==> src/hw/rtl/aarm_pkg.sv <==
// ----------------------------------------------------------------------------
// aarm_pkg: shared types and constants of the axis-angle to rotation matrix
// pipeline. Holds the Q30 angle constants, the arctangent ROM and the
// structs that travel from one cell to the next.
// ----------------------------------------------------------------------------
package aarm_pkg;

   // Defaults of the top-level parameters.
   localparam int unsigned ANGLE_WIDTH_DEF   = 16;
   localparam int unsigned CORDIC_STAGES_DEF = 16;

   // Fixed cell counts of the root and quotient chains.
   localparam int unsigned SQRT_CELLS = 16;
   localparam int unsigned DIV_CELLS  = 31;

   // Q30 constants (angles as 34-bit unsigned magnitudes) and one in Q14.
   localparam logic [33:0] TWO_PI_Q30    = 34'd6746518852;
   localparam logic [33:0] TWO_PI_X2_Q30 = 34'd13493037704;
   localparam logic [33:0] PI_Q30        = 34'd3373259426;
   localparam logic [33:0] HALF_PI_Q30   = 34'd1686629713;
   localparam logic [33:0] FOLD_HI_Q30   = 34'd5059889139;
   localparam logic signed [33:0] GAIN_Q30 = 34'sd652032874;
   localparam logic signed [34:0] ONE_Q30  = 35'sd1073741824;
   localparam logic signed [19:0] Q14_ONE  = 20'sd16384;

   // Arctangent of 2^-i in Q30, truncated up to i = 26, rounded after.
   localparam logic [31:0] ATAN_Q30 [32] = '{
      32'h3243F6A8, 32'h1DAC6705, 32'h0FADBAFC, 32'h07F56EA6, 32'h03FEAB76,
      32'h01FFD55B, 32'h00FFFAAA, 32'h007FFF55, 32'h003FFFEA, 32'h001FFFFD,
      32'h000FFFFF, 32'h0007FFFF, 32'h0003FFFF, 32'h0001FFFF, 32'h0000FFFF,
      32'h00007FFF, 32'h00003FFF, 32'h00001FFF, 32'h00000FFF, 32'h000007FF,
      32'h000003FF, 32'h000001FF, 32'h000000FF, 32'h0000007F, 32'h0000003F,
      32'h0000001F, 32'h0000000F, 32'h00000008, 32'h00000004, 32'h00000002,
      32'h00000001, 32'h00000000
   };

   // Rotation vector as it enters.
   typedef struct packed {
      logic signed [15:0] x;
      logic signed [15:0] y;
      logic signed [15:0] z;
   } vec_type;

   // Square root cell data: remaining radicand, partial remainder, root.
   typedef struct packed {
      logic [31:0] rad;
      logic [17:0] rem;
      logic [15:0] root;
   } sqrt_type;

   // Quotient cell data for the three axis components.
   typedef struct packed {
      logic [15:0]           den;
      logic [2:0][15:0]      rem;
      logic [2:0][30:0]      quo;
   } div_type;

   // Control that travels beside the quotient chain.
   typedef struct packed {
      logic        ident;
      logic [15:0] angle;
      logic [2:0]  neg;
   } dside_type;

   // CORDIC cell data.
   typedef struct packed {
      logic signed [33:0] x;
      logic signed [33:0] y;
      logic signed [33:0] z;
   } cordic_type;

   // Axis and control that travel beside the CORDIC chain.
   typedef struct packed {
      logic signed [2:0][31:0] n;
      logic                    ident;
      logic                    flip;
   } cside_type;

endpackage

==> src/hw/rtl/aarm_sqrt_cell.sv <==
// ----------------------------------------------------------------------------
// aarm_sqrt_cell: one digit of a pipelined integer square root.
// Takes two radicand bits, produces one root bit and hands on the rest.
// ----------------------------------------------------------------------------
module aarm_sqrt_cell (
   input  logic               clock,
   input  logic               adv,
   input  aarm_pkg::sqrt_type sq_in,
   output aarm_pkg::sqrt_type sq_out
);
   import aarm_pkg::*;

   logic [19:0] part;
   logic [19:0] trial;
   sqrt_type    sq_in_nxt;
   sqrt_type    sq_ff;

   // Restoring step: try to subtract 4*root+1 from the remainder.
   always_comb begin
      part  = {sq_in.rem, sq_in.rad[31:30]};
      trial = {2'b00, sq_in.root, 2'b01};
      sq_in_nxt.rad = {sq_in.rad[29:0], 2'b00};
      if (part >= trial) begin
         sq_in_nxt.rem  = 18'(part - trial);
         sq_in_nxt.root = {sq_in.root[14:0], 1'b1};
      end else begin
         sq_in_nxt.rem  = part[17:0];
         sq_in_nxt.root = {sq_in.root[14:0], 1'b0};
      end
   end

   always_ff @(posedge clock) begin
      if (adv) begin
         sq_ff <= sq_in_nxt;
      end
   end

   assign sq_out = sq_ff;
endmodule

==> config.mk <==
export PLATFORM = sky130hd
export DESIGN_NAME = aarm_sqrt_cell
export DESIGN_NICKNAME = d
export VERILOG_FILES = /design/src/hw/rtl/aarm_pkg.sv /design/src/hw/rtl/aarm_sqrt_cell.sv
export SDC_FILE = /design/constraint.sdc
export NUM_CORES = 1
export LEC_CHECK = 0
export ABC_AREA = 1
export BUFFER_PORTS_ARGS = -buffer_cell sky130_fd_sc_hd__buf_2
export CORE_MARGIN = 2
export CORE_UTILIZATION = 49
export CTS_BUF_LIST = sky130_fd_sc_hd__clkbuf_4 sky130_fd_sc_hd__clkbuf_8 sky130_fd_sc_hd__clkbuf_16
export DETAILED_ROUTE_END_ITERATION = 10
export MAX_ROUTING_LAYER = met4
export PLACE_DENSITY = 0.81
export SLEW_MARGIN = 20
export SYNTH_ARGS = -nofsm -noshare
export SYNTH_HDL_FRONTEND = slang
export SYNTH_SLANG_ARGS = --single-unit
==> constraint.sdc <==
create_clock -name clock -period 2.3 [get_ports clock]
set_input_delay 0.46 -clock clock [delete_from_list [all_inputs] [get_ports clock]]
set_output_delay 0.46 -clock clock [all_outputs]
set_load 0.1 [all_outputs]
* Yosys cells after proc, flatten, opt, wreduce, memory -nomap -nowiden
Cells that the tools add are included.
** Cells by class
- $lt $le $gt $ge :: 1
- Add/subtract/negate cells :: 1
- Multiplexer cells :: 1
** Operator list (number)
- two-way mux 34 bit :: 1
- greater-or-equal comparator 20 x 18 -> 1 bit :: 1
- subtractor 18 bit :: 1
** Word-level totals
- Logic and storage cells :: 6
- Input bits :: 68
- Flip-flop bits (word level) :: 64

* Longest topological paths before layout
- Depth in word-level cells :: 2
- Mapped depth :: 14
- Depth with buffers taken out :: 13

* Worst setup path before layout
OpenSTA, ideal clock, no wires.
- Path type :: input port to flip-flop
- Start :: input port sq_in[1] (netlist name)
- End :: register sq_ff, in the netlist sq_out[16], data pin
- Arrival :: 1.702 ns
- Stages :: 10
- Setup time :: 0.258 ns
- Setup slack :: 0.340 ns
- Required time :: 2.042 ns
- Cells stage by stage :: inv_1 > ha_1 > a21oi_1 > nand2_1 > nand2_1 > nand3b_1 > nand2_1 > nand2_4 > buf_6 > xor2_2
** RTL lines
- from (decl) :: line aarm_sqrt_cell.sv:8 : input aarm_pkg::sqrt_type sq_in,
- to (signal assigned) :: line aarm_sqrt_cell.sv:34 : sq_ff <= sq_in_nxt;
- to (decl) :: line aarm_sqrt_cell.sv:16 : sqrt_type sq_ff;

==> impl_metrics.ini <==
[cts]
ctsHoldBuffers = 0
numCtsBuffers = 9
path_clk_slew_ps = 70
postCtsSetupBuffers = 0
clockBufferDepth = 2
ctsResizeCount = 0
clock-sinks = 64
cts_root_buf = clkbuf_8
cts_htree_levels = 3
cts_tree = built

[layout]
antenna_cells = 0
area_growth_pct = 32.1
largest_register_ffs = 64
drive_gt1_share_pct = 35.5
final_cell_mix = buf_2, nand2_1, edfxtp_1
final_common_cell = buf_2
final_net_count = 583

[sta]
final_hold_viol_count = 0
setup_violations = 0
slew_violations = 0
grt_setup_unrepaired = false
tns_ps = 0
finalCritPeriodShare_pct = 82.0
period_needed_ps = 1890
max_freq_mhz = 530
setup_slack_ps = 414
whs_ps = 302

[drt]
drt-total-wl_um = 7850
drt-initial-drc-count = 139
ant_nets = 0
first_pass_iters = 5
route.vias.total = 2802
wire_per_inst_um = 13.5
viasPerCell = 4.81
drc = 0

[synth]
synth_area_um2 = 3330
yosys.area.top_type = edfxtp_1
ys_ff_latch = 64
yosys-top-cells-area = edfxtp_1, nand2_1, ha_1
seq_area_frac_synth_pct = 57.6
synth_cells = 340
yosysWarnings = 0
postSynthAreaPerCell_um2 = 9.81
synth_top_area_share_pct = 57.6
ys_types = 24

[grt]
grt_pass1_wl_um = 12400
gr-usage-all-layers_pct = 22.5
overflow = 0
grt_pass1_vias = 2697
grt_max_degree = 65
antenna_found_initial = 0

[die]
die-area_um2 = 7480
io-pin-count = 134
die_w_um = 86.5
rows = 30
core_area_um2 = 6680
die_h_um = 86.5
start_util_pct = 49.9

[job]
maxCapViolCount = 0

[worst_setup_path]
endpoint_kind = register
worstPathRequired_ps = 2390
crit_arrival_ps = 1970
crit_fanout = 8
startpoint_type = input pin
path_class = input pin to register

[run_status]
outcome = complete, no violations

[pwr]
leakagePower_uw = 0.00226
vdd_drop_max_mv = 0.315
power_density_nw_per_um2 = 868
total_power_uw = 3820

[placement]
dp_hpwl_um = 6130
dp_slack_ps = 86.5
port_buffers = 131
gp_congestion = 0.911

[min_path]
hold_path_class = input pin to register
-- through the flow --
stage                     instances  utilization [%]  area, um^2
after floorplan                 341                -        3340
after global placement          566             63.1        4210
after detailed placement        566             63.1        4210
after CTS                       582             65.9        4400
after global routing            582             65.9        4400
final                           582             65.9        4400
-- report_power, final --
group | leakage, uW | internal [uW] | total, uW | switching [uW]
Sequential | 0.000626 | 1420 | 1450 | 25.5
Clock | 0.0000971 | 507 | 930 | 423
Combinational | 0.00153 | 281 | 1440 | 1160
-- final cells by class --
class                      count  area (um^2)
fill                         544         2280
multi-input combinational    220         1170
clock inverter                 6         60.1
sequential                    64         1920
timing repair buffer         150          823
clock buffer                  10          131
inverter                      52          198
tap                           80          100
-- final timing paths --
kind,start,end,depth (start not counted)
setup / recovery,sq_in[5],sq_out[20],14
hold / removal,sq_in[46],sq_out[48],1
-- cell families after synthesis --
| family | share of synthesized area, % |
|---|---|
| other | 0.112 |
| flip-flops | 57.6 |
| AO/OA/AOI/OAI | 3.00 |
| buffers and inverters | 7.39 |
| adder cells (fa/ha/maj) | 6.75 |
| AND/OR/NAND/NOR | 22.3 |
| XOR/XNOR | 2.85 |
-- critical path, stage by stage --
cell and delay (ps):
buf_2 90, inv_1 40, ha_1 340, nand2_1 80, inv_1 60, nand2_1 110
nor2_1 60, nand2_1 60, nand2_1 40, nor2_1 170, nand2_4 140, buf_4 180
nand2_1 70, nand2_1 70
-- per-layer routing --
layer | vias to the layer above | part of all wire (%) | track usage [%]
met4 | 0 | 1.8 | 8.95
met1 | 1276 | 40 | 25.5
met5 | - | 0 | -
li1 | 1411 | - | -
met2 | 102 | 50 | 37.6
met3 | 13 | 7.7 | 6.48
-- Yosys cell counts, drive strengths merged --
cell type and number:
nor3 2, nand3b 7, a211oi 1, nand2 126
nand3 17, inv 52, edfxtp 64, nor2 18
nand4 1, buf 5, xor2 9, conb 1
a21oi 13, o21ai 4, o21bai 1, ha 18
xnor2 1
No activity file was read; power rests on OpenSTA's default activity.
