`src/hw/rtl/aarm_pkg.sv`:
```
// ----------------------------------------------------------------------------
// aarm_pkg: shared types and constants of the axis-angle to rotation matrix
// pipeline. Holds the Q30 angle constants, the arctangent ROM and the
// structs that travel from one cell to the next.
// ----------------------------------------------------------------------------
package aarm_pkg;

   // Defaults of the top-level parameters.
   localparam int unsigned ANGLE_WIDTH_DEF   = 16;
   localparam int unsigned CORDIC_STAGES_DEF = 16;

   // Fixed cell counts of the root and quotient chains.
   localparam int unsigned SQRT_CELLS = 16;
   localparam int unsigned DIV_CELLS  = 31;

   // Q30 constants (angles as 34-bit unsigned magnitudes) and one in Q14.
   localparam logic [33:0] TWO_PI_Q30    = 34'd6746518852;
   localparam logic [33:0] TWO_PI_X2_Q30 = 34'd13493037704;
   localparam logic [33:0] PI_Q30        = 34'd3373259426;
   localparam logic [33:0] HALF_PI_Q30   = 34'd1686629713;
   localparam logic [33:0] FOLD_HI_Q30   = 34'd5059889139;
   localparam logic signed [33:0] GAIN_Q30 = 34'sd652032874;
   localparam logic signed [34:0] ONE_Q30  = 35'sd1073741824;
   localparam logic signed [19:0] Q14_ONE  = 20'sd16384;

   // Arctangent of 2^-i in Q30, truncated up to i = 26, rounded after.
   localparam logic [31:0] ATAN_Q30 [32] = '{
      32'h3243F6A8, 32'h1DAC6705, 32'h0FADBAFC, 32'h07F56EA6, 32'h03FEAB76,
      32'h01FFD55B, 32'h00FFFAAA, 32'h007FFF55, 32'h003FFFEA, 32'h001FFFFD,
      32'h000FFFFF, 32'h0007FFFF, 32'h0003FFFF, 32'h0001FFFF, 32'h0000FFFF,
      32'h00007FFF, 32'h00003FFF, 32'h00001FFF, 32'h00000FFF, 32'h000007FF,
      32'h000003FF, 32'h000001FF, 32'h000000FF, 32'h0000007F, 32'h0000003F,
      32'h0000001F, 32'h0000000F, 32'h00000008, 32'h00000004, 32'h00000002,
      32'h00000001, 32'h00000000
   };

   // Rotation vector as it enters.
   typedef struct packed {
      logic signed [15:0] x;
      logic signed [15:0] y;
      logic signed [15:0] z;
   } vec_type;

   // Square root cell data: remaining radicand, partial remainder, root.
   typedef struct packed {
      logic [31:0] rad;
      logic [17:0] rem;
      logic [15:0] root;
   } sqrt_type;

   // Quotient cell data for the three axis components.
   typedef struct packed {
      logic [15:0]           den;
      logic [2:0][15:0]      rem;
      logic [2:0][30:0]      quo;
   } div_type;

   // Control that travels beside the quotient chain.
   typedef struct packed {
      logic        ident;
      logic [15:0] angle;
      logic [2:0]  neg;
   } dside_type;

   // CORDIC cell data.
   typedef struct packed {
      logic signed [33:0] x;
      logic signed [33:0] y;
      logic signed [33:0] z;
   } cordic_type;

   // Axis and control that travel beside the CORDIC chain.
   typedef struct packed {
      logic signed [2:0][31:0] n;
      logic                    ident;
      logic                    flip;
   } cside_type;

endpackage

```
`src/hw/rtl/aarm_cordic_cell.sv`:
```
// ----------------------------------------------------------------------------
// aarm_cordic_cell: one micro-rotation of a rotation-mode CORDIC in Q30.
// ----------------------------------------------------------------------------
module aarm_cordic_cell #(
   parameter int unsigned SHIFT = 0
) (
   input  logic                 clock,
   input  logic                 adv,
   input  aarm_pkg::cordic_type cr_in,
   output aarm_pkg::cordic_type cr_out
);
   import aarm_pkg::*;

   logic signed [33:0] x_sh;
   logic signed [33:0] y_sh;
   logic signed [33:0] step;
   cordic_type         cr_in_nxt;
   cordic_type         cr_ff;

   // Rotate toward zero residual angle; shifts are arithmetic (floor).
   always_comb begin
      x_sh = cr_in.x >>> SHIFT;
      y_sh = cr_in.y >>> SHIFT;
      step = $signed({2'b00, ATAN_Q30[SHIFT]});
      if (cr_in.z >= 0) begin
         cr_in_nxt.x = cr_in.x - y_sh;
         cr_in_nxt.y = cr_in.y + x_sh;
         cr_in_nxt.z = cr_in.z - step;
      end else begin
         cr_in_nxt.x = cr_in.x + y_sh;
         cr_in_nxt.y = cr_in.y - x_sh;
         cr_in_nxt.z = cr_in.z + step;
      end
   end

   always_ff @(posedge clock) begin
      if (adv) begin
         cr_ff <= cr_in_nxt;
      end
   end

   assign cr_out = cr_ff;
endmodule

```
`config.mk`:
```
export PLATFORM = sky130hd
export DESIGN_NAME = aarm_cordic_cell
export DESIGN_NICKNAME = d
export VERILOG_FILES = /design/src/hw/rtl/aarm_pkg.sv /design/src/hw/rtl/aarm_cordic_cell.sv
export SDC_FILE = /design/constraint.sdc
export NUM_CORES = 1
export LEC_CHECK = 0
export BUFFER_PORTS_ARGS = -buffer_cell sky130_fd_sc_hd__buf_2
export CAP_MARGIN = 0
export CORE_MARGIN = 4
export CORE_UTILIZATION = 45
export CTS_CLUSTER_DIAMETER = 200
export CTS_CLUSTER_SIZE = 28
export DETAILED_ROUTE_END_ITERATION = 10
export GPL_TIMING_DRIVEN = 0
export PLACE_DENSITY_LB_ADDON = 0.2
export SKIP_LAST_GASP = 1
export SYNTH_ARGS = -nofsm -noshare
export SYNTH_HDL_FRONTEND = slang
export SYNTH_SLANG_ARGS = --single-unit
```
`constraint.sdc`:
```
create_clock -name clock -period 12.1 [get_ports clock]
set_input_delay 1.815 -clock clock [delete_from_list [all_inputs] [get_ports clock]]
set_output_delay 1.815 -clock clock [all_outputs]
set_load 0.02 [all_outputs]
```
# Yosys cells after proc, flatten, opt, wreduce, memory -nomap -nowiden
# Cells that the tools add are included.
dict set report op_classes {
  n_addsub 5
  mul 0
  div_mod_pow 0
  order_cmp 1
  eq_ne 0
  n_shift 0
  mux 1
  bitwise_logic 0
  n_reduce_logical 0
}
# cell count
set op_table {}
lappend op_table {{2-to-1 mux 102 bit} 1}
lappend op_table {{subtractor 34 bit} 2}
lappend op_table {{adder 34 x 31 -> 34 bit, second input constant} 1}
lappend op_table {{adder 34 bit} 1}
lappend op_table {{>= comparator 34 x 1 -> 1 bit, second input constant} 1}
lappend op_table {{subtractor 34 x 31 -> 34 bit, second input constant} 1}
dict set report totals {
  register_bits 102
  latchBits 0
  ram_bits 0
  mem_bits_ro 0
  input_bits 104
  output_inout_bits 102
  wordCells 10
  n_memories 0
}

# Logic depth before layout (Yosys ltp)
dict set report logic_depth {
  ltp_word 2
  mapped_depth 20
  ltp_nobuf 17
}

# Least setup slack after synthesis
# No wires, ideal clock.
dict set report synth_timing {
  path_type {in2reg}
  start {input port cr_in[33] (netlist bit)}
  end {register cr_ff, in the netlist cr_out[30], data pin}
  setup_ps 259
  arrival_time_ps 5578
  required_time_ps 11841
  setup_slack_ps 6263
  cell_stages 19
  n_path_buf 2
  path_cell_list {inv_1 ha_1 nor4b_1 nand4_1 nor3_2 or2b_1 inv_2 clkbuf_1 buf_1 ha_1 and3_1 and3_1 a21oi_1 a31oi_1 a211o_1 a221oi_2 nor3_1 o22ai_1 xnor2_1}
}
# element line
set synth_lines {}
lappend synth_lines {{start: declaration} aarm_cordic_cell.sv:9} ;# input aarm_pkg::cordic_type cr_in,
lappend synth_lines {{end signal: assignment} aarm_cordic_cell.sv:38} ;# cr_ff <= cr_in_nxt;
lappend synth_lines {{end: declaration} aarm_cordic_cell.sv:18} ;# cordic_type cr_ff;

==> results.rst <==
.. list-table::
   :header-rows: 1

   * - Metric
     - Value
   * - Proportion of power drawn by the clock network
     - 24.9%
   * - I/O pin cnt
     - 206
   * - Remaining DRCs
     - 0
   * - Sequential group share of total power
     - 33.4%
   * - Launch point of the critical path
     - cr_in[33]
   * - Required time at the endpoint of the critical path
     - 12.20 ns
   * - Highest Clock Rate
     - 150 MHz
   * - Vias post-DR
     - 10300
   * - Slew HR
     - 32.5%
   * - Top flip-flop cell by instance count after synthesis
     - edfxtp_1
   * - Type of the worst setup path
     - primary input to flop
   * - Core utilization of the finished layout
     - 53.8%
   * - Yosys warns
     - 0
   * - Pre-CTS WS
     - 5.12 ns
   * - Ratio of final minimum period to clock period
     - 55.1%
   * - Count of TritonRoute iterations in the first routing pass
     - 6
   * - Antenna violations before repair
     - 3
   * - Number of flops mapped to enable cells by yosys
     - 101
   * - Total of endpoints with negative setup slack in the final report
     - 0
   * - VDD IR max
     - 0.0770 mV
   * - Final Critical Period
     - 6.67 ns
   * - Leak pwr
     - 5.46 nW
   * - Total number of placement rows
     - 55
   * - Number of global-route vias before repair
     - 10000
   * - Routed wire length per instance
     - 20.0 microns
   * - Post-CTS Setup Repair Bufs
     - 0
   * - TritonCTS clock tree
     - done
   * - Number of sinks driven by the clock tree
     - 101
   * - Average cell area after synthesis
     - 8.46 sq um
   * - Routed via count divided by cell count
     - 5.83
   * - Die area
     - 25700 sq um
   * - Starting Density
     - 45.9%
   * - Register bit count reported by yosys
     - 101
   * - Run status
     - finished clean
   * - Post-cts resize count
     - 0
   * - Switching Share
     - 38.7%
   * - Number of buffers added by the clock tree synthesis step
     - 9
   * - Horizontal die dimension
     - 160 microns
   * - Combinational fraction of design power
     - 41.7%
   * - Area after detailed placement
     - 11900 sq um
   * - Synth unique cells
     - 79
   * - Hold Crit Start
     - cr_in[1]
   * - Maximum number of pins on one net before global-route repair
     - 69
   * - Worst setup EP type
     - flop
   * - Count of final hold-check violations
     - 0
   * - Cell area after technology mapping
     - 10500 sq um
   * - Worst-path fanout max
     - 24
   * - Slew at the pin closest to its max-slew limit
     - 1.01 ns
   * - DR iter-0 viols
     - 1009
   * - Post-Synthesis Net Count
     - 1473
   * - Clk buf depth
     - 2
   * - Final setup margin
     - 5.43 ns
   * - Number of flip-flops in the largest register
     - 101
   * - Sum of internal, switching and leakage power
     - 1.43 mW
   * - Final Max Tran Viols
     - 0
   * - Startpoint class of the critical path
     - primary input
   * - Routed WL
     - 35300 microns
   * - Share of the yosys chip area belonging to registers
     - 29.0%
   * - Global placement routability congestion
     - 0.989
   * - Count of maximum capacitance violations
     - 0
   * - Fraction of final layout cells with drive strength greater than 1
     - 18.2%
   * - Wire length of the first global-routing pass
     - 55200 microns
   * - Total global routing overflow
     - 0
   * - Area of the placeable core
     - 22800 sq um
   * - Total negative slack for setup checks
     - 0 ns
   * - Internal power
     - 0.876 mW
   * - Final design area excluding fillers
     - 12200 sq um
   * - Endpoint arrival time on the critical path
     - 6.77 ns
   * - Power per cell area
     - 117 nW/um^2
   * - Number of nets in the final layout
     - 1690
   * - Number of H-tree levels
     - 3
   * - Total routing usage reported by global routing
     - 26.7%
   * - Die Span Y
     - 160 microns
   * - Power dissipated by switching net loads
     - 0.554 mW
   * - Share of synthesized registers carrying an async set or reset
     - 0%
   * - Final antenna diode count
     - 0
   * - I/O Buffers
     - 205
   * - Number of routed nets with antenna violations
     - 0
   * - CTS Root Cell
     - clkbuf_16
   * - Count of mapped cells out of synthesis
     - 1236
   * - Number of buffers inserted for hold repair after clock tree synthesis
     - 0
   * - HPWL after DPL
     - 28100 microns
   * - RSZ-0062 raised after global routing
     - false
   * - Register clock-pin slew on the reported worst setup and hold paths
     - 0.07 ns
   * - Path type of the worst min-delay path
     - primary input to flop
   * - Relative area change from synthesis to final layout
     - 17.2%
Yosys cell counts (all sizes together), types with 13 or more instances:
cell / instances / area share (%)
o21bai: 15 / 1.1
nor3: 25 / 1.2
xor2: 14 / 1.2
clkbuf: 19 / 0.68
nand4: 16 / 0.96
nor2: 119 / 4.3
a21o: 26 / 1.9
inv: 115 / 4.1
a21oi: 145 / 6.9
a211oi: 13 / 0.98
o211ai: 14 / 1.0
xnor2: 78 / 6.5
edfxtp: 101 / 29
o21ai: 96 / 4.7
ha: 129 / 15
o31ai: 13 / 0.93
buf: 31 / 1.5
nand3: 21 / 1.0
o21a: 19 / 1.4
nand2: 71 / 2.5
a31oi: 13 / 0.78
mux2i: 13 / 1.2
final cells by class:
class                   instances  area, sq um
clock inverters                 7          120
multi-input cells             969         6760
inverters                     116          435
well taps                     313          392
plain buffers                  50          228
repair buffers                206         1060
fillers                      2178        10500
flip-flops and latches        101         3030
clock buffers                   9          225
worst max-delay path, cell delays in order:
cell and delay (ns):
buf_2 0.13, inv_1 0.09, ha_1 0.17, nor4b_1 0.26, nand4_1 0.16, nor3_2 0.32, or2b_1 0.27, inv_2 0.09
clkbuf_1 0.31, buf_2 0.46, ha_1 0.39, clkbuf_1 0.27, nand2_1 0.12, nor2_1 0.21, nand2_1 0.07, o21ai_0 0.47
a31oi_1 0.29, o21ai_0 0.34, nand4_1 0.17, a31oi_1 0.23, xor2_1 0.12
through the flow:
step	std cells	hold WS (ns)
after floorplan	1236	1.91
after detailed placement	1755	2.02
after global routing	1771	1.66
after global placement	1754	2.01
after CTS	1771	1.64
final	1771	1.66
kinds of logic (layout without fill, tap and decap cells):
kind of cell | Yosys count | in the layout | synth area share [%]
fa+ha+maj | 133 | 133 | 16.2
xor+xnor | 92 | 92 | 7.71
simple gates | 310 | 310 | 13.8
mux | 13 | 13 | 1.24
compound gates | 421 | 421 | 25.8
flops | 101 | 101 | 29.0
buf+inv | 166 | 388 | 6.32
power by group through the flow:
stage | sequential (mW) | combinational, mW | clock (mW)
floorplan | 0.562 | 0.313 | 0
CTS | 0.479 | 0.590 | 0.360
global placement | 0.486 | 0.582 | 0
detailed placement | 0.486 | 0.586 | 0
finish | 0.478 | 0.596 | 0.356
global route | 0.484 | 0.643 | 0.372
path summary, 6_finish.rpt:
kind	to	slack, ns	cells past startpoint
worst max-delay path	cr_out[33]	5.43	21
worst min-delay path	cr_out[1]	1.66	1
metal layers:
| metal | track usage [%] | vias to the layer above | wire length [microns] |
|---|---|---|---|
| met4 | 6.96 | 6 | 775 |
| met5 | 0 | - | 38 |
| li1 | - | 4904 | - |
| met2 | 44.1 | 491 | 16300 |
| met1 | 36.3 | 4860 | 15200 |
| met3 | 4.90 | 67 | 3030 |
cells in the final DEF, fill, tap and decap left out, drive strengths merged, types with 6 or more instances in the layout:
cell / n
o21a: 19
nor2b: 10
o31ai: 13
a31oi: 13
nand3: 21
mux2i: 13
a21oi: 145
o311ai: 6
o21bai: 15
nand4: 16
nor2: 119
inv: 117
xnor2: 78
a211oi: 13
o211ai: 14
edfxtp: 101
clkbuf: 28
nand2: 71
nor4: 9
nor3: 25
nand2b: 10
o21ai: 96
a211o: 7
buf: 237
xor2: 14
a21o: 26
ha: 129
No activity file was read; power rests on OpenSTA's default activity.
