==> src/hw/rtl/aarm_pkg.sv <==
// ----------------------------------------------------------------------------
// aarm_pkg: shared types and constants of the axis-angle to rotation matrix
// pipeline. Holds the Q30 angle constants, the arctangent ROM and the
// structs that travel from one cell to the next.
// ----------------------------------------------------------------------------
package aarm_pkg;

   // Defaults of the top-level parameters.
   localparam int unsigned ANGLE_WIDTH_DEF   = 16;
   localparam int unsigned CORDIC_STAGES_DEF = 16;

   // Fixed cell counts of the root and quotient chains.
   localparam int unsigned SQRT_CELLS = 16;
   localparam int unsigned DIV_CELLS  = 31;

   // Q30 constants (angles as 34-bit unsigned magnitudes) and one in Q14.
   localparam logic [33:0] TWO_PI_Q30    = 34'd6746518852;
   localparam logic [33:0] TWO_PI_X2_Q30 = 34'd13493037704;
   localparam logic [33:0] PI_Q30        = 34'd3373259426;
   localparam logic [33:0] HALF_PI_Q30   = 34'd1686629713;
   localparam logic [33:0] FOLD_HI_Q30   = 34'd5059889139;
   localparam logic signed [33:0] GAIN_Q30 = 34'sd652032874;
   localparam logic signed [34:0] ONE_Q30  = 35'sd1073741824;
   localparam logic signed [19:0] Q14_ONE  = 20'sd16384;

   // Arctangent of 2^-i in Q30, truncated up to i = 26, rounded after.
   localparam logic [31:0] ATAN_Q30 [32] = '{
      32'h3243F6A8, 32'h1DAC6705, 32'h0FADBAFC, 32'h07F56EA6, 32'h03FEAB76,
      32'h01FFD55B, 32'h00FFFAAA, 32'h007FFF55, 32'h003FFFEA, 32'h001FFFFD,
      32'h000FFFFF, 32'h0007FFFF, 32'h0003FFFF, 32'h0001FFFF, 32'h0000FFFF,
      32'h00007FFF, 32'h00003FFF, 32'h00001FFF, 32'h00000FFF, 32'h000007FF,
      32'h000003FF, 32'h000001FF, 32'h000000FF, 32'h0000007F, 32'h0000003F,
      32'h0000001F, 32'h0000000F, 32'h00000008, 32'h00000004, 32'h00000002,
      32'h00000001, 32'h00000000
   };

   // Rotation vector as it enters.
   typedef struct packed {
      logic signed [15:0] x;
      logic signed [15:0] y;
      logic signed [15:0] z;
   } vec_type;

   // Square root cell data: remaining radicand, partial remainder, root.
   typedef struct packed {
      logic [31:0] rad;
      logic [17:0] rem;
      logic [15:0] root;
   } sqrt_type;

   // Quotient cell data for the three axis components.
   typedef struct packed {
      logic [15:0]           den;
      logic [2:0][15:0]      rem;
      logic [2:0][30:0]      quo;
   } div_type;

   // Control that travels beside the quotient chain.
   typedef struct packed {
      logic        ident;
      logic [15:0] angle;
      logic [2:0]  neg;
   } dside_type;

   // CORDIC cell data.
   typedef struct packed {
      logic signed [33:0] x;
      logic signed [33:0] y;
      logic signed [33:0] z;
   } cordic_type;

   // Axis and control that travel beside the CORDIC chain.
   typedef struct packed {
      logic signed [2:0][31:0] n;
      logic                    ident;
      logic                    flip;
   } cside_type;

endpackage

==> src/hw/rtl/aarm_div_cell.sv <==
// ----------------------------------------------------------------------------
// aarm_div_cell: one quotient bit of a pipelined restoring divider, for all
// three axis components against the shared root.
// ----------------------------------------------------------------------------
module aarm_div_cell (
   input  logic              clock,
   input  logic              adv,
   input  logic [2:0]        num_bit,
   input  aarm_pkg::div_type dv_in,
   output aarm_pkg::div_type dv_out
);
   import aarm_pkg::*;

   logic [2:0][16:0] part;
   div_type          dv_in_nxt;
   div_type          dv_ff;

   // Shift in the next numerator bit and subtract the root where it fits.
   always_comb begin
      dv_in_nxt.den = dv_in.den;
      for (int k = 0; k < 3; k++) begin
         part[k] = {dv_in.rem[k], num_bit[k]};
         if (part[k] >= {1'b0, dv_in.den}) begin
            dv_in_nxt.rem[k] = 16'(part[k] - {1'b0, dv_in.den});
            dv_in_nxt.quo[k] = {dv_in.quo[k][29:0], 1'b1};
         end else begin
            dv_in_nxt.rem[k] = part[k][15:0];
            dv_in_nxt.quo[k] = {dv_in.quo[k][29:0], 1'b0};
         end
      end
   end

   always_ff @(posedge clock) begin
      if (adv) begin
         dv_ff <= dv_in_nxt;
      end
   end

   assign dv_out = dv_ff;
endmodule

==> config.mk <==
export PLATFORM = sky130hd
export DESIGN_NAME = aarm_div_cell
export DESIGN_NICKNAME = d
export VERILOG_FILES = /design/src/hw/rtl/aarm_pkg.sv /design/src/hw/rtl/aarm_div_cell.sv
export SDC_FILE = /design/constraint.sdc
export NUM_CORES = 1
export LEC_CHECK = 0
export BUFFER_PORTS_ARGS = -buffer_cell sky130_fd_sc_hd__buf_2
export CAP_MARGIN = 30
export CORE_AREA = 2 2 178 93
export DETAILED_ROUTE_END_ITERATION = 10
export DIE_AREA = 0 0 180 95
export PLACE_DENSITY = 0.95
export SKIP_CTS_REPAIR_TIMING = 1
export SLEW_MARGIN = 30
export SYNTH_ARGS = -nofsm -noshare
export SYNTH_HDL_FRONTEND = slang
export SYNTH_SLANG_ARGS = --single-unit
==> constraint.sdc <==
create_clock -name clock -period 6.2 [get_ports clock]
set_input_delay 1.24 -clock clock [delete_from_list [all_inputs] [get_ports clock]]
set_output_delay 1.24 -clock clock [all_outputs]
set_load 0.01 [all_outputs]
---- Yosys cells after proc, flatten, opt, wreduce, memory -nomap -nowiden ----
Cells that the tools add are included.
W data, S select, Z words.
storage, ports and cells
  output and inout bits ................... 157
  register bits ........................... 157
  logic and storage cells ................. 19
  input port bits ......................... 162
cells by class
  $add $sub $neg .......................... 3
  magnitude comparators ................... 3
  multiplexer cells ....................... 6
operator list
  kind              number
  $ge A17 B16 Y1    3
  $mux W16          3
  $sub A16 B16 Y16  3
  $mux W1           3

---- Logic depth before layout (Yosys ltp) ----
Gate-level depths: netlist of run 1.
  depth in word-level cells ............... 2
  gate-level depth with buffers ........... 11
  depth with buffers taken out ............ 9

---- Worst setup path after synthesis of run 1 ----
OpenSTA, ideal clock, no wires.
  path kind ............................... input to register
  start point ............................. in dv_in[148] (netlist name)
  end point ............................... reg dv_ff (netlist bit dv_out[132]) (data pin)
  data arrival time ....................... 3.053 ns
  setup time .............................. 0.260 ns
  required time ........................... 5.940 ns
  path buffers ............................ 2
  cell stages on the path ................. 9
  setup slack ............................. 2.887 ns
  path through ............................ inv_1 ha_1 buf_2 nand2_1 o21ai_0 o31ai_4 a31oi_4 buf_6 mux2_4
RTL lines
  element               RTL line             text
  from (decl)           aarm_div_cell.sv:9   input aarm_pkg::div_type dv_in,
  to (signal assigned)  aarm_div_cell.sv:35  dv_ff <= dv_in_nxt;
  to (decl)             aarm_div_cell.sv:16  div_type dv_ff;

==> results of run 1 <==
final cells by class:
type	count	area [sq um]	area share (%)
sequential	157	4715	45.14
clock inverter	15	161.4	1.545
antenna	2	5.005	0.04792
inverter	29	113.9	1.090
clock buffer	17	425.4	4.073
timing repair buffer	318	1605	15.37
tap	210	262.8	2.516
multi-input combinational	391	3156	30.21
per-stage QoR:
step	instance area, sq um	setup WS (ps)	cells	hold slack, ps	total power [mW]
6_report	10440	2486	1139	994.7	3.057
5_1_grt	10440	2380	1138	968.3	3.180
4_1_cts	10440	2516	1137	973.9	3.073
3_5_place_dp	9852	2095	1105	1418	2.010
3_3_place_gp	9852	2167	1105	1416	1.983
2_1_floorplan	8064	2887	586	1339	1.743
kinds of logic after synthesis:
group,count (synthesis),share of synthesized area (%)
DFF,157,58.46
AOI/OAI and AO/OA,138,12.38
and+or+nand+nor,129,8.332
adders and majority gates,51,8.192
muxes,46,7.293
buffers and inverters,38,2.405
xor gates and xnor gates,27,2.932
Yosys cell counts (8+ instances only):
cell type / instances
a21oi_1: 32
o21ai_0: 23
xnor2_1: 17
nor3_1: 9
nor2_1: 33
xor2_1: 10
inv_1: 27
mux2i_1: 10
edfxtp_1: 157
ha_1: 48
nand3_1: 10
nor2b_1: 14
nand4_1: 8
a21o_1: 12
mux2_4: 22
mux2_2: 14
nand2_1: 23
o21a_1: 10
path summary, 6_finish.rpt:
path | start | endpoint | slack [ps]
worst max-delay path | dv_in[142] | dv_out[128] | 2490
worst min-delay path | dv_in[18] | dv_out[19] | 990
metal layers:
| metal | wire length (um) | global-route usage (%) | vias to the layer above |
|---|---|---|---|
| met1 | 9714 | 35.65 | 3011 |
| li1 | - | - | 2940 |
| met5 | 92 | 3.429 | - |
| met4 | 319 | 8.130 | 4 |
| met3 | 2634 | 9.796 | 31 |
| met2 | 10320 | 39.69 | 349 |
power by group through the flow:
stage / Combinational, mW / Sequential (mW) / Clock (mW)
after floorplan: 0.328 / 1.41 / 0
after global placement: 0.635 / 1.35 / 0
after detailed placement: 0.654 / 1.36 / 0
after CTS: 0.659 / 1.33 / 1.08
after global routing: 0.715 / 1.34 / 1.12
final: 0.666 / 1.33 / 1.06
==> results.cfg, run 1 <==
[worst_hold_path]
hold_path_class = in2reg
worst_hold_path.num_cells = 1

[floorplanning]
core_area_sq_um = 15730
fp.dieArea_sq_um = 17100
initial_core_util_pct = 51.26
rows = 33
dieHeight_um = 95
io_pins = 319
die-width_um = 180

[flow_run]
maxCapViolCount = 0

[placed_design]
gp_congestion = 0.9844
port_buffers = 315
place_hpwl_mm = 18.07

[timing]
slew-limit-headroom_pct = 42.03
finalHoldViolCount = 0
grt_setup_unrepaired = no
worst_slew_pin_slew_ps = 869.5
post-route-period-util_pct = 59.91
setup_tns_ps = 0
max_freq_mhz = 269.2
setup_viol = 0
final_max_slew_viol_count = 0
period_needed_ps = 3714

[logic_synthesis]
netlist_instances = 586
synth_edf_count = 157
ys_seq_area_share_pct = 58.46
mappedNetlistArea_sq_um = 8064
syn_avg_cell_area_sq_um = 13.76
ys.flop_type = edfxtp_1
synth_area_leaders = edfxtp_1, ha_1, mux2_4, a21oi_1, mux2_2
synth_nets = 799
async_reset_ff_share_pct = 0
synth_top_cell_by_area = edfxtp_1
synth_cell_types = 65
synth_top_area_share_pct = 58.46
ys.warnings.count = 0
synth_seq_cells = 157

[power_and_ir_drop]
p_switching_mw = 0.8576
power_density_nw_per_um2 = 292.7
p_int_mw = 2.200
seq_power_share_pct = 43.6
clkPwrFrac_pct = 34.6
sw_frac_of_total_pct = 28.05
ir_drop_uv = 201.1
p_leak_nw = 4.585
power_frac_comb_pct = 21.8

[layout]
post-route-util_pct = 66.39
most-common-layout-cells = buf_2, edfxtp_1, ha_1
area_growth_pct = 29.51
layout_commonest_cell = buf_2
drive_gt1_share_pct = 43.80
nFillCells = 1209
largest_register_ffs = 157
nets = 1127

[global_route]
antenna_found_initial = 4
grt_overflow = 0
grt_pass1_wl_mm = 33.44
grt_start_max_net_pins = 64
track_usage_pct = 26.43
first_global_vias = 6029

[setup_path]
max_stage_delay_ps = 710
path_max_fanout = 16
cp-end-kind = flop
crit_required_ps = 6360
crit_path_start_kind = input pin
worstSetupPathType = in2reg
critPathSlowestCell = a31oi_4
cp_top_family = compound AO/OA/AOI/OAI gates
path_buf_inv = 3
cp_num_cells = 10
crit_chain = buf_2, inv_1, ha_1, nor2b_1, o31ai_2, buf_4, a211oi_2, o31ai_4, a31oi_4, mux2_2
arrival_ps = 3880

[clock_network]
cts_root_buf = clkbuf_16
tritoncts = done
htreeDepth = 4
path_clk_slew_ps = 70
numCtsBuffers = 17
clk_path_buf_depth = 2
cts_sinks = 157

[route]
routed_via_density = 5.562
wl_per_cell_um = 20.26
first_iter_violations = 630
drc_errors = 0
wl_mm = 23.08
ant_nets = 0
drt_first_pass_iters = 5
via_count = 6335

[outcome]
outcome = complete, no violations
(Power assumes the default switching activity.)
==> run 2, diff against run 1 <==
--- a/config.mk
+++ b/config.mk
@@ -7,10 +7,10 @@
 export LEC_CHECK = 0
 export BUFFER_PORTS_ARGS = -buffer_cell sky130_fd_sc_hd__buf_2
 export CAP_MARGIN = 30
-export CORE_AREA = 2 2 178 93
+export CORE_AREA = 2 2 185 96
 export DETAILED_ROUTE_END_ITERATION = 10
-export DIE_AREA = 0 0 180 95
-export PLACE_DENSITY = 0.95
+export DIE_AREA = 0 0 187 98
+export PLACE_DENSITY = 0.9
 export SKIP_CTS_REPAIR_TIMING = 1
 export SLEW_MARGIN = 30
 export SYNTH_ARGS = -nofsm -noshare
==> constraint.sdc (replaced) <==
create_clock -name clock -period 3.58 [get_ports clock]
set_input_delay 0.716 -clock clock [delete_from_list [all_inputs] [get_ports clock]]
set_output_delay 0.716 -clock clock [all_outputs]
set_load 0.01 [all_outputs]
==> results.cfg, run 2 (synthesis gave the netlist of run 1 again) <==
[setup_path]
crit_required_ps = 3750
path_max_fanout = 16
cp-end-kind = flop
crit_path_start_kind = input pin
crit_path_start = dv_in[142]
worstSetupPathType = in2reg
cp-endpoint = dv_out[132]
arrival_ps = 3220

[clock_network]
tritoncts = done
path_clk_slew_ps = 70
htreeDepth = 4
cts_root_buf = clkbuf_16
numCtsBuffers = 17
clk_path_buf_depth = 2
cts_sinks = 157

[placed_design]
gp_congestion = 0.9570
port_buffers = 315
pre_cts_ws_ps = 172.1
place_hpwl_mm = 18.13
placed_area_sq_um = 9917

[layout]
largest_register_ffs = 157
layout_commonest_cell = buf_2
area_growth_pct = 30.53
nets = 1130
most-common-layout-cells = buf_2, edfxtp_1, ha_1
post-route-util_pct = 62.33
antenna_cells = 0
stdcell_area_sq_um = 10530
drive_gt1_share_pct = 43.98

[timing]
setup_tns_ps = 0
setup_viol = 0
slew-limit-headroom_pct = 44.02
period_needed_ps = 3057
finalHoldViolCount = 0
post-route-period-util_pct = 85.39
grt_setup_unrepaired = no
max_freq_mhz = 327.1
final_max_slew_viol_count = 0
worst_slack_ps = 523.1
worst_slew_pin_slew_ps = 839.6

[floorplanning]
io_pins = 319
dieHeight_um = 98
fp.dieArea_sq_um = 18330
initial_core_util_pct = 47.75
core_area_sq_um = 16890
rows = 34
die-width_um = 187

[global_route]
grt_start_max_net_pins = 69
grt_overflow = 0
track_usage_pct = 24.62
first_global_vias = 6004
grt_pass1_wl_mm = 33.70
antenna_found_initial = 2

[route]
wl_per_cell_um = 19.53
ant_nets = 0
wl_mm = 22.74
drc_errors = 0
routed_via_density = 5.439
drt_first_pass_iters = 6
first_iter_violations = 493
via_count = 6331

[power_and_ir_drop]
power_frac_comb_pct = 21.7
total_power_mw = 5.306
p_leak_nw = 4.604
p_switching_mw = 1.479
clkPwrFrac_pct = 34.9
seq_power_share_pct = 43.5
power_density_nw_per_um2 = 504.1
p_int_mw = 3.827
sw_frac_of_total_pct = 27.88
ir_drop_uv = 330.5

[outcome]
outcome = complete, no violations

[worst_hold_path]
hold_path_class = in2reg

[flow_run]
maxCapViolCount = 0
-- run 2: cell count changes in the layout (fill, tap and decap cells not counted), sizes merged --
| cell | change |
|---|---|
| clkinv | -1 |
| buf | +3 |
| diode | -2 |
| inv | -1 |
| clkbuf | +1 |
| clkinvlp | +1 |
-- run 2: per-layer routing --
metal | vias to the layer above | track usage [%] | share of wire, %
met5 | - | 0 | 0.057
met4 | 2 | 5.372 | 0.86
met3 | 23 | 9.526 | 11
met2 | 318 | 36.00 | 43
met1 | 3048 | 34.82 | 45
li1 | 2940 | - | -
-- run 2: area by class of cell --
class                   instances  area (sq um)
clock inverters                14         180.2
well taps                     234         292.8
fillers                      1359          6362
repair buffers                321          1640
multi-input cells             391          3156
inverters                      29         113.9
flip-flops and latches        157          4715
clock buffers                  18         429.2
-- run 2: stage by stage --
stage                     std cells  hold slack (ps)
final                          1164            471.2
after global routing           1164            448.0
after CTS                      1164            453.0
after detailed placement       1132            894.1
after global placement         1132            892.0
after floorplan                 586            814.9
-- run 2: critical path: stages --
cell and delay (ps):
buf_2 110, inv_1 110, ha_1 260, nor2b_1 150, o31ai_2 530, a211oi_2 220
o31ai_4 310, a31oi_4 370, mux2_4 430
-- run 2: worst min-delay path by stage --
stage | start | to | slack [ps] | depth (start not counted)
final | dv_in[42] | dv_out[43] | 470 | 1
after global routing | dv_in[34] | dv_out[35] | 450 | 1
after CTS | dv_in[42] | dv_out[43] | 450 | 1
after detailed placement | dv_in[1] | dv_out[2] | 890 | 1
after global placement | dv_in[84] | dv_out[85] | 890 | 1
after floorplan | dv_in[9] | dv_out[10] | 810 | 0
-- run 2: power by group through the flow --
stage,registers [mW],logic [mW],clock network (mW)
floorplan,2.45,0.568,0
global placement,2.34,1.11,0
detailed placement,2.35,1.13,0
CTS,2.31,1.14,1.88
global route,2.32,1.24,1.96
finish,2.31,1.15,1.85
